### config.mk
export PLATFORM = sky130hd
export DESIGN_NAME = bbsf_ctrl
export DESIGN_NICKNAME = d
export VERILOG_FILES = /design/src/hw/rtl/bbsf_pkg.sv /design/src/hw/rtl/bbsf_ctrl.sv
export VERILOG_INCLUDE_DIRS = /design/src /design/src/hw/rtl
export SDC_FILE = /design/constraint.sdc
export NUM_CORES = 1
export LEC_CHECK = 0
export BUFFER_PORTS_ARGS = -buffer_cell sky130_fd_sc_hd__buf_2
export CORE_AREA = 2 2 39 41
export DETAILED_ROUTE_END_ITERATION = 8
export DIE_AREA = 0 0 41 43
export GPL_TIMING_DRIVEN = 0
export SLEW_MARGIN = 5
export SYNTH_ARGS = -nofsm -noshare
export SYNTH_HDL_FRONTEND = slang
export SYNTH_SLANG_ARGS = --single-unit
### constraint.sdc
create_clock -name clk -period 0.96 [get_ports clk]
set_clock_uncertainty 0.2 [all_clocks]
set_input_delay 0.144 -clock clk [delete_from_list [all_inputs] [get_ports clk]]
set_output_delay 0.144 -clock clk [all_outputs]
set_load 0.01 [all_outputs]
### src/hw/rtl/bounded_byte_stream_fifo_defines.svh
// ----------------------------------------------------------------------------
// Assertion macros for the bounded byte stream FIFO
// Concurrent checks clocked on clk, disabled while rst_n is low.
// ----------------------------------------------------------------------------
`ifndef BOUNDED_BYTE_STREAM_FIFO_DEFINES_SVH
`define BOUNDED_BYTE_STREAM_FIFO_DEFINES_SVH

`ifndef SYNTHESIS

`define BBSF_ASSERT_ALWAYS(name, expr) \
  name: assert property (@(posedge clk) disable iff (!rst_n) (expr)) \
    else $error("bbsf: check failed");

`define BBSF_ASSERT_IMPL(name, ante, cons) \
  name: assert property (@(posedge clk) disable iff (!rst_n) (ante) |-> (cons)) \
    else $error("bbsf: check failed");

`define BBSF_ASSERT_NEXT(name, ante, cons) \
  name: assert property (@(posedge clk) disable iff (!rst_n) (ante) |=> (cons)) \
    else $error("bbsf: check failed");

`else

`define BBSF_ASSERT_ALWAYS(name, expr)
`define BBSF_ASSERT_IMPL(name, ante, cons)
`define BBSF_ASSERT_NEXT(name, ante, cons)

`endif

`endif

### src/hw/rtl/bbsf_pkg.sv
// ----------------------------------------------------------------------------
// bbsf_pkg
// Types and fixed constants shared by the bounded byte stream FIFO.
// ----------------------------------------------------------------------------
package bbsf_pkg;

  localparam int BYTE_W  = 8;
  localparam int CMD_W   = 2;
  localparam int LEN_W   = 13;
  localparam int FILL_W  = 13;
  localparam int CAP_W   = 13;
  localparam int TOTAL_W = 64;

  localparam logic [CAP_W-1:0] CAP_RESET = 13'd4096;

  localparam logic [CMD_W-1:0] CMD_WRITE = 2'd0;
  localparam logic [CMD_W-1:0] CMD_END   = 2'd1;
  localparam logic [CMD_W-1:0] CMD_PEEK  = 2'd2;
  localparam logic [CMD_W-1:0] CMD_POP   = 2'd3;

  typedef logic [CAP_W-1:0] cap_word_t;

  typedef struct packed {
    logic [CMD_W-1:0]  command;
    logic [BYTE_W-1:0] data_byte;
    logic [LEN_W-1:0]  length;
  } in_item_t;

  typedef struct packed {
    logic [BYTE_W-1:0]  out_byte;
    logic               byte_valid;
    logic               last;
    logic               write_accepted;
    logic [FILL_W-1:0]  fill_level;
    logic               input_closed;
    logic               end_of_stream;
    logic [TOTAL_W-1:0] total_written;
    logic [TOTAL_W-1:0] total_read;
  } out_item_t;

  typedef enum logic [1:0] {
    S_IDLE,
    S_RESULT,
    S_PEEK_READ,
    S_PEEK_EMIT
  } state_t;

  typedef struct packed {
    logic exec;
    logic load_result;
    logic rd_en;
    logic emit;
  } ctl_cmd_t;

  typedef struct packed {
    logic is_peek;
    logic peek_empty;
    logic peek_last;
    logic out_free;
  } dp_stat_t;

endpackage

### src/hw/rtl/bbsf_ctrl.sv
// ----------------------------------------------------------------------------
// bbsf_ctrl
// Controller: takes one command word at a time and sequences the datapath.
// ----------------------------------------------------------------------------
`include "bounded_byte_stream_fifo_defines.svh"

module bbsf_ctrl (
  input  logic               clk,
  input  logic               rst_n,
  input  logic               in_valid,
  output logic               in_ready,
  input  bbsf_pkg::dp_stat_t stat,
  output bbsf_pkg::ctl_cmd_t cmd
);

  bbsf_pkg::state_t state_r, state_nxt;

  always_comb begin
    state_nxt = state_r;
    case (state_r)
      bbsf_pkg::S_IDLE: begin
        if (in_valid) begin
          if (stat.is_peek && !stat.peek_empty) begin
            state_nxt = bbsf_pkg::S_PEEK_READ;
          end else begin
            state_nxt = bbsf_pkg::S_RESULT;
          end
        end
      end
      bbsf_pkg::S_RESULT: begin
        if (stat.out_free) begin
          state_nxt = bbsf_pkg::S_IDLE;
        end
      end
      bbsf_pkg::S_PEEK_READ: begin
        state_nxt = bbsf_pkg::S_PEEK_EMIT;
      end
      bbsf_pkg::S_PEEK_EMIT: begin
        if (stat.out_free) begin
          state_nxt = stat.peek_last ? bbsf_pkg::S_IDLE : bbsf_pkg::S_PEEK_READ;
        end
      end
      default: begin
        state_nxt = bbsf_pkg::S_IDLE;
      end
    endcase
  end

  always_comb begin
    in_ready        = 1'b0;
    cmd.exec        = 1'b0;
    cmd.load_result = 1'b0;
    cmd.rd_en       = 1'b0;
    cmd.emit        = 1'b0;
    case (state_r)
      bbsf_pkg::S_IDLE: begin
        in_ready = 1'b1;
        cmd.exec = in_valid;
      end
      bbsf_pkg::S_RESULT: begin
        cmd.load_result = stat.out_free;
      end
      bbsf_pkg::S_PEEK_READ: begin
        cmd.rd_en = 1'b1;
      end
      bbsf_pkg::S_PEEK_EMIT: begin
        cmd.emit = stat.out_free;
      end
      default: begin
        in_ready = 1'b0;
      end
    endcase
  end

  always_ff @(posedge clk) begin
    if (!rst_n) begin
      state_r <= bbsf_pkg::S_IDLE;
    end else begin
      state_r <= state_nxt;
    end
  end

  `BBSF_ASSERT_ALWAYS(a_one_action, $onehot0({cmd.exec, cmd.load_result, cmd.rd_en, cmd.emit}))
  `BBSF_ASSERT_NEXT(a_read_then_emit, cmd.rd_en, state_r == bbsf_pkg::S_PEEK_EMIT)
  `BBSF_ASSERT_NEXT(a_peek_starts_read, cmd.exec && stat.is_peek && !stat.peek_empty, cmd.rd_en)

endmodule

Word level (Yosys, flattened, before mapping):

Index checks and enable logic that the tools add are counted.

* equal/unequal tests: 6
* muxes and demuxes: 11
* reduce and logical (&&, ||, !) cells: 4

Operators with widths (count)
* two-way mux 2 bit: 5
* case mux 2 bit (4 select lines): 1
* inequality test 2 bit (second input constant): 3
* two-way mux 1 bit: 5
* == test 2 bit (second input constant): 2
* AND reduction 3 bit: 1
* == test 2 x 1 -> 1 bit (second input constant): 1
* logical NOT 2 bit: 1
* logical AND 1 bit: 1
* logical NOT 1 bit: 1

* register bits after elaboration: 2
* bits of input ports: 7
* output and inout port bits: 5
* word-level logic and storage cells: 22

Longest topological paths before layout:

Gate-level depths: netlist of run 1.

* depth after elaboration: 5
* gate-level depth with buffers: 3
* mapped depth without buffers: 3

Worst setup path before layout of run 1:

OpenSTA, ideal clock, no wires.

* path type: reg2out
* start point: reg state_r[0]
* end point: out cmd[3] (netlist name)
* data arrival time: 766 ps
* required time: 616 ps
* path slack: -150 ps
* cell stages (with the launch flop): 3
* path buffers: 0
* path through: dfxtp_1 -> nor2_1 -> and2_1

RTL lines
* start, declared: RTL line bbsf_ctrl.sv:16 `bbsf_pkg::state_t state_r, state_nxt;`
* start signal, assigned: RTL line bbsf_ctrl.sv:77 `state_r <= bbsf_pkg::S_IDLE;`
* start signal, assigned: RTL line bbsf_ctrl.sv:79 `state_r <= state_nxt;`
* end, declared: RTL line bbsf_ctrl.sv:13 `output bbsf_pkg::ctl_cmd_t cmd`

==> reports/results.ini, run 1 <==
[drt]
ant_nets=0
dr.first_iter.drc_count=1
drt_pass1_iterations=2
avgViaCountPerCell=3.45
num_vias=162
wl_per_cell_um=7.74
drc=0
routed_wl_um=364

[final_layout]
regMostFlops=state_r
drive_gt1_frac=0.677
synthToLayoutAreaGrowth_pct=110
nets=39
largest_register_ffs=2
fin_area_um2=253
diodes=0
reg_top3=state_r x2

[global_route]
grt_max_degree=7
grt_pass1_vias=148
grt_use_total=0.0531
grt_pass1_wl_um=503
antenna_found_initial=0
gr-total-overflow=0

[die]
fp.dieW_um=41
start_util=0.0868
core-area_um2=1380
dieArea_um2=1760
rows=14
dieHeight_um=43
io_pins=12

[power]
power.total_mw=0.379
power.leakage_nw=0.123
p_per_area_nw_per_um2=1500
ir_drop_v=0.000351

[clock_tree]
cts_tree=yes
max-clock-path-buffers=2
cts_buffers=3
root_buffer=clkbuf_4
h-tree-depth=1
clock-sinks=2
clkTransAtPathRegs_ps=40
post_cts_buffers=0
clk_latency_ps=230

[synth]
synth_area_um2=120
syn_nets=23
synth_area_leaders=dfxtp_1 (33%), and4bb_2 (10%), a21oi_1 (8.3%)
synthCells=16
yosysWarnings=0
yosysTopAreaCell=dfxtp_1
yosys.area.top_type_share=0.333
synth_seq_cells=2
synth.avg_cell_area_um2=7.51
synth_cell_types=12
seq_area_frac_synth=0.333

[flow_run]
drv_cap=0

[placement]
numPortBuffers=11
post_dp_cell_area_um2=206
gp_congestion=0.566

[critical_path]
start_kind=flip-flop
crit_path_end_kind=primary output
r2r_cells=3
required_ps=620
crit_arrival_ps=930
crit_type=reg2out
r2r-start=state_r[0]$_SDFFE_PN0P_
cp_max_fo=6
reg2reg_to=state_r[1]$_SDFFE_PN0P_
rrSetupSlack_ps=-110

[hold_path]
holdCritPathClass=in2reg
hp-start=rst_n
whs_endpoint=state_r[0]$_SDFFE_PN0P_
min_path_cells=3

[timing]
fin_crit_sh=1.33
setup_viol=6
min_period_ps=1280
finalSetupTns_ps=-1480
tightest_slew_ps=131
finalMaxSlewViolations=0
fmax_mhz=782
hold_slack_ps=-59.9
rsz0062_at_grt=yes
hold_viol_final=2
slew_headroom=0.912
timing.final.ws_setup_ps=-318

[outcome]
failed_checks=negative hold slack, negative setup slack
status=complete, but fails checks

[cells in the mapped netlist]
cell type / instances
nor2b_1: 1
nor2_1: 2
and3_2: 1
nand3_1: 1
dfxtp_1: 2
and4bb_2: 1
o21ai_0: 1
and2_1: 1
inv_1: 1
nand2_1: 2
and2b_2: 1
a21oi_1: 2
[per-layer routing]
layer  routed length, µm  global-route usage  vias up  part of all wire
met5                   0                   0        -                 0
met2                 174              0.0719        8              0.48
met4                   0              0.0800        0                 0
met1                 142              0.0288       69              0.39
li1                    -                   -       85                 -
met3                  48              0.0471        0              0.13
[cells by family after synthesis]
kind of cell | synth area share
AOI/OAI and AO/OA | 0.125
buffers and inverters | 0.0312
and+or+nand+nor | 0.511
DFF | 0.333
[through the flow]
stage               hold slack, ps  worst slack, ps   util  instances
floorplan                     50.3            -69.1      -         16
global placement               180             -117  0.149         43
detailed placement             180             -111  0.149         43
CTS                          -72.1             -335  0.183         47
global route                 -55.8             -358  0.183         47
finish                       -59.9             -318  0.183         47
[worst max-delay path, stage by stage, from the launching register on]
cell and delay (ps):
dfxtp_4 370, and2b_2 220, buf_6 110
[area by class of cell]
cell class                 instances  area (µm²)
timing repair buffer              11        67.6
multi-input combinational         13        87.6
inverter                           1        3.75
tap                               16        20.0
clock buffer                       4        26.3
sequential                         2        47.5
fill                             162        1130
[worst max path at each step]
| stage | startpoint | to | slack (ps) | depth (start not counted) |
|---|---|---|---|---|
| floorplan | state_r[0]$_SDFFE_PN0P_ | state_r[1]$_SDFFE_PN0P_ | -70 | 3 |
| global placement | state_r[1]$_SDFFE_PN0P_ | cmd[0] | -120 | 2 |
| detailed placement | state_r[1]$_SDFFE_PN0P_ | cmd[0] | -110 | 2 |
| CTS | state_r[0]$_SDFFE_PN0P_ | cmd[1] | -340 | 2 |
| global route | state_r[0]$_SDFFE_PN0P_ | cmd[1] | -360 | 2 |
| finish | state_r[0]$_SDFFE_PN0P_ | cmd[1] | -320 | 2 |
[cells in the final DEF, fill, tap and decap left out, types with 2 or more instances in the layout]
| cell | instances |
|---|---|
| buf_2 | 9 |
| clkbuf_4 | 3 |
| nand2_1 | 2 |
| buf_6 | 2 |
| dfxtp_4 | 2 |
[power by group]
| group | internal, mW | switching [mW] | total, mW | leakage [nW] |
|---|---|---|---|---|
| Combinational | 0.0379 | 0.0302 | 0.0681 | 0.0906 |
| Clock | 0.155 | 0.0565 | 0.211 | 0.0150 |
| Sequential | 0.0893 | 0.0106 | 0.0999 | 0.0178 |
[timing repair]
item,in CTS,in global routing
pin swaps,0,2
endpoints found under the hold margin,2,2
endpoints found under the setup margin,6,6
resized for setup,5,0
Note: power is estimated with default switching activity, not from simulation.
==> run 2: changes to the inputs <==
- HOLD_SLACK_MARGIN: default -> 0.08
- PLACE_DENSITY: default -> 0.42
==> reports/results.ini, run 2 (same netlist as run 1, synthesis figures left out) <==
[outcome]
status=complete, but fails checks
failed_checks=negative hold slack, negative setup slack

[clock_tree]
root_buffer=clkbuf_4
h-tree-depth=1  ; unchanged
cts_buffers=3  ; unchanged
max-clock-path-buffers=2  ; unchanged
clk_latency_ps=230  ; about the same
clkTransAtPathRegs_ps=40  ; about the same
clock-sinks=2  ; unchanged
cts_tree=yes
post_cts_buffers=0  ; unchanged

[final_layout]
layout_common_cells=buf_2 (10), clkbuf_4 (3), nand2_1 (2)
drive_gt1_frac=0.677  ; unchanged
fin_area_um2=244  ; -3.5%
layout_commonest_cell=buf_2
regMostFlops=state_r
largest_register_ffs=2  ; unchanged
synthToLayoutAreaGrowth_pct=103
final_core_util=0.176  ; -0.00633
reg_top3=state_r x2
nets=39  ; unchanged
fillers=159  ; -1.9%
instances_no_fill=47  ; unchanged
diodes=0  ; unchanged

[timing]
setup_viol=6  ; unchanged
hold_slack_ps=-42.2  ; +17.6 ps
timing.final.ws_setup_ps=-312  ; +6.64 ps
finalSetupTns_ps=-1470  ; +4.01 ps
rsz0062_at_grt=yes
hold_viol_final=2  ; unchanged
fmax_mhz=786  ; +0.52%
min_period_ps=1270  ; -6.64 ps
fin_crit_sh=1.32  ; -0.00692
finalMaxSlewViolations=0  ; unchanged
tightest_slew_ps=135  ; +4.61 ps
slew_headroom=0.909  ; -0.00310

[global_route]
grt_pass1_wl_um=496  ; -1.4%
grt_max_degree=7  ; unchanged
grt_use_total=0.0512  ; -0.00195
gr-total-overflow=0  ; unchanged
grt_pass1_vias=146  ; -1.4%
antenna_found_initial=0  ; unchanged

[critical_path]
crit_type=reg2out
crit_arrival_ps=930  ; about the same
start_kind=flip-flop
critical_path.max_stage_delay_ps=360  ; about the same
crit_path_end_kind=primary output
cp_max_fo=6  ; unchanged
crit_chain=and2b_2, buf_6
required_ps=620  ; about the same
crit_buf_inv=1  ; unchanged
cp_slowest_cell=dfxtp_4
cp_top_family=flip-flops

[placement]
pre_cts_slack_ps=-115  ; -4.53 ps
post_dp_cell_area_um2=206  ; unchanged
placedCellCount=43  ; unchanged
gp_congestion=0.546  ; -3.7%
numPortBuffers=11  ; unchanged

[drt]
ant_nets=0  ; unchanged
drt_pass1_iterations=1  ; -1
drc=0  ; unchanged
wl_per_cell_um=7.26  ; -6.3%
num_vias=154  ; -4.9%
dr.first_iter.drc_count=0  ; -1
routed_wl_um=341  ; -6.3%
avgViaCountPerCell=3.28  ; -4.9%

[die]
start_util=0.0868  ; unchanged
rows=14  ; unchanged
io_pins=12  ; unchanged
dieHeight_um=43  ; unchanged
core-area_um2=1380  ; unchanged
dieArea_um2=1760  ; unchanged
fp.dieW_um=41  ; unchanged

[hold_path]
holdCritPathClass=in2reg

[power]
p_per_area_nw_per_um2=1540  ; +2.3%
ir_drop_v=0.000258  ; -26%
power.leakage_nw=0.122  ; -0.92%

[flow_run]
drv_cap=0  ; unchanged

[run 2: cell counts in the layout (fill, tap and decap cells not counted)]
No cell type changed its count.
[run 2: layer usage]
layer  global-route usage  wire (µm)
met1               0.0353        107
met2               0.0688        190
met3               0.0471         42
met4               0.0600          0
met5                    0          0
[run 2: area by class of cell]
cell class	count	area, µm²	area share
clock buffer	4	26.3	0.108
inverter	1	3.75	0.0154
multi-input combinational	13	87.6	0.359
sequential	2	45.0	0.185
tap	16	20.0	0.0821
timing repair buffer	11	61.3	0.251
[run 2: through the flow]
step                total power, mW  hold slack (ps)
finish                        0.375            -42.2
global route                  0.412            -23.9
CTS                           0.389            -44.8
detailed placement            0.168              191
global placement              0.167              190
floorplan                     0.135             50.3
[run 2: report_power, final]
part / internal, mW / leakage, nW / switching (mW)
combinational: 0.0381 / 0.0898 / 0.0295
clock: 0.154 / 0.0150 / 0.0509
sequential: 0.0910 / 0.0175 / 0.0105
total: 0.284 / 0.122 / 0.0910
[run 2: worst paths after layout]
path | startpoint | end | slack, ps | cells after the start
worst min-delay path | rst_n | state_r[0]$_SDFFE_PN0P_ | -40 | 3
worst max register to register | state_r[0]$_SDFFE_PN0P_ | state_r[1]$_SDFFE_PN0P_ | -120 | 3
worst max-delay path | state_r[0]$_SDFFE_PN0P_ | cmd[1] | -310 | 2
worst min register to register | state_r[1]$_SDFFE_PN0P_ | state_r[0]$_SDFFE_PN0P_ | 320 | 2
[run 2: tightest hold or removal path, delay by kind of cell]
kind | cells | cell delay [ps]
and+or+nand+nor | 1 | 60
buffers and inverters | 1 | 100
AOI/OAI and AO/OA | 1 | 40
[run 2: what timing repair did]
action | CTS | global route
pin swaps | 1 | 0
endpoints found under the hold margin | 2 | 2
resized for setup | 3 | 0
endpoints found under the setup margin | 6 | 7
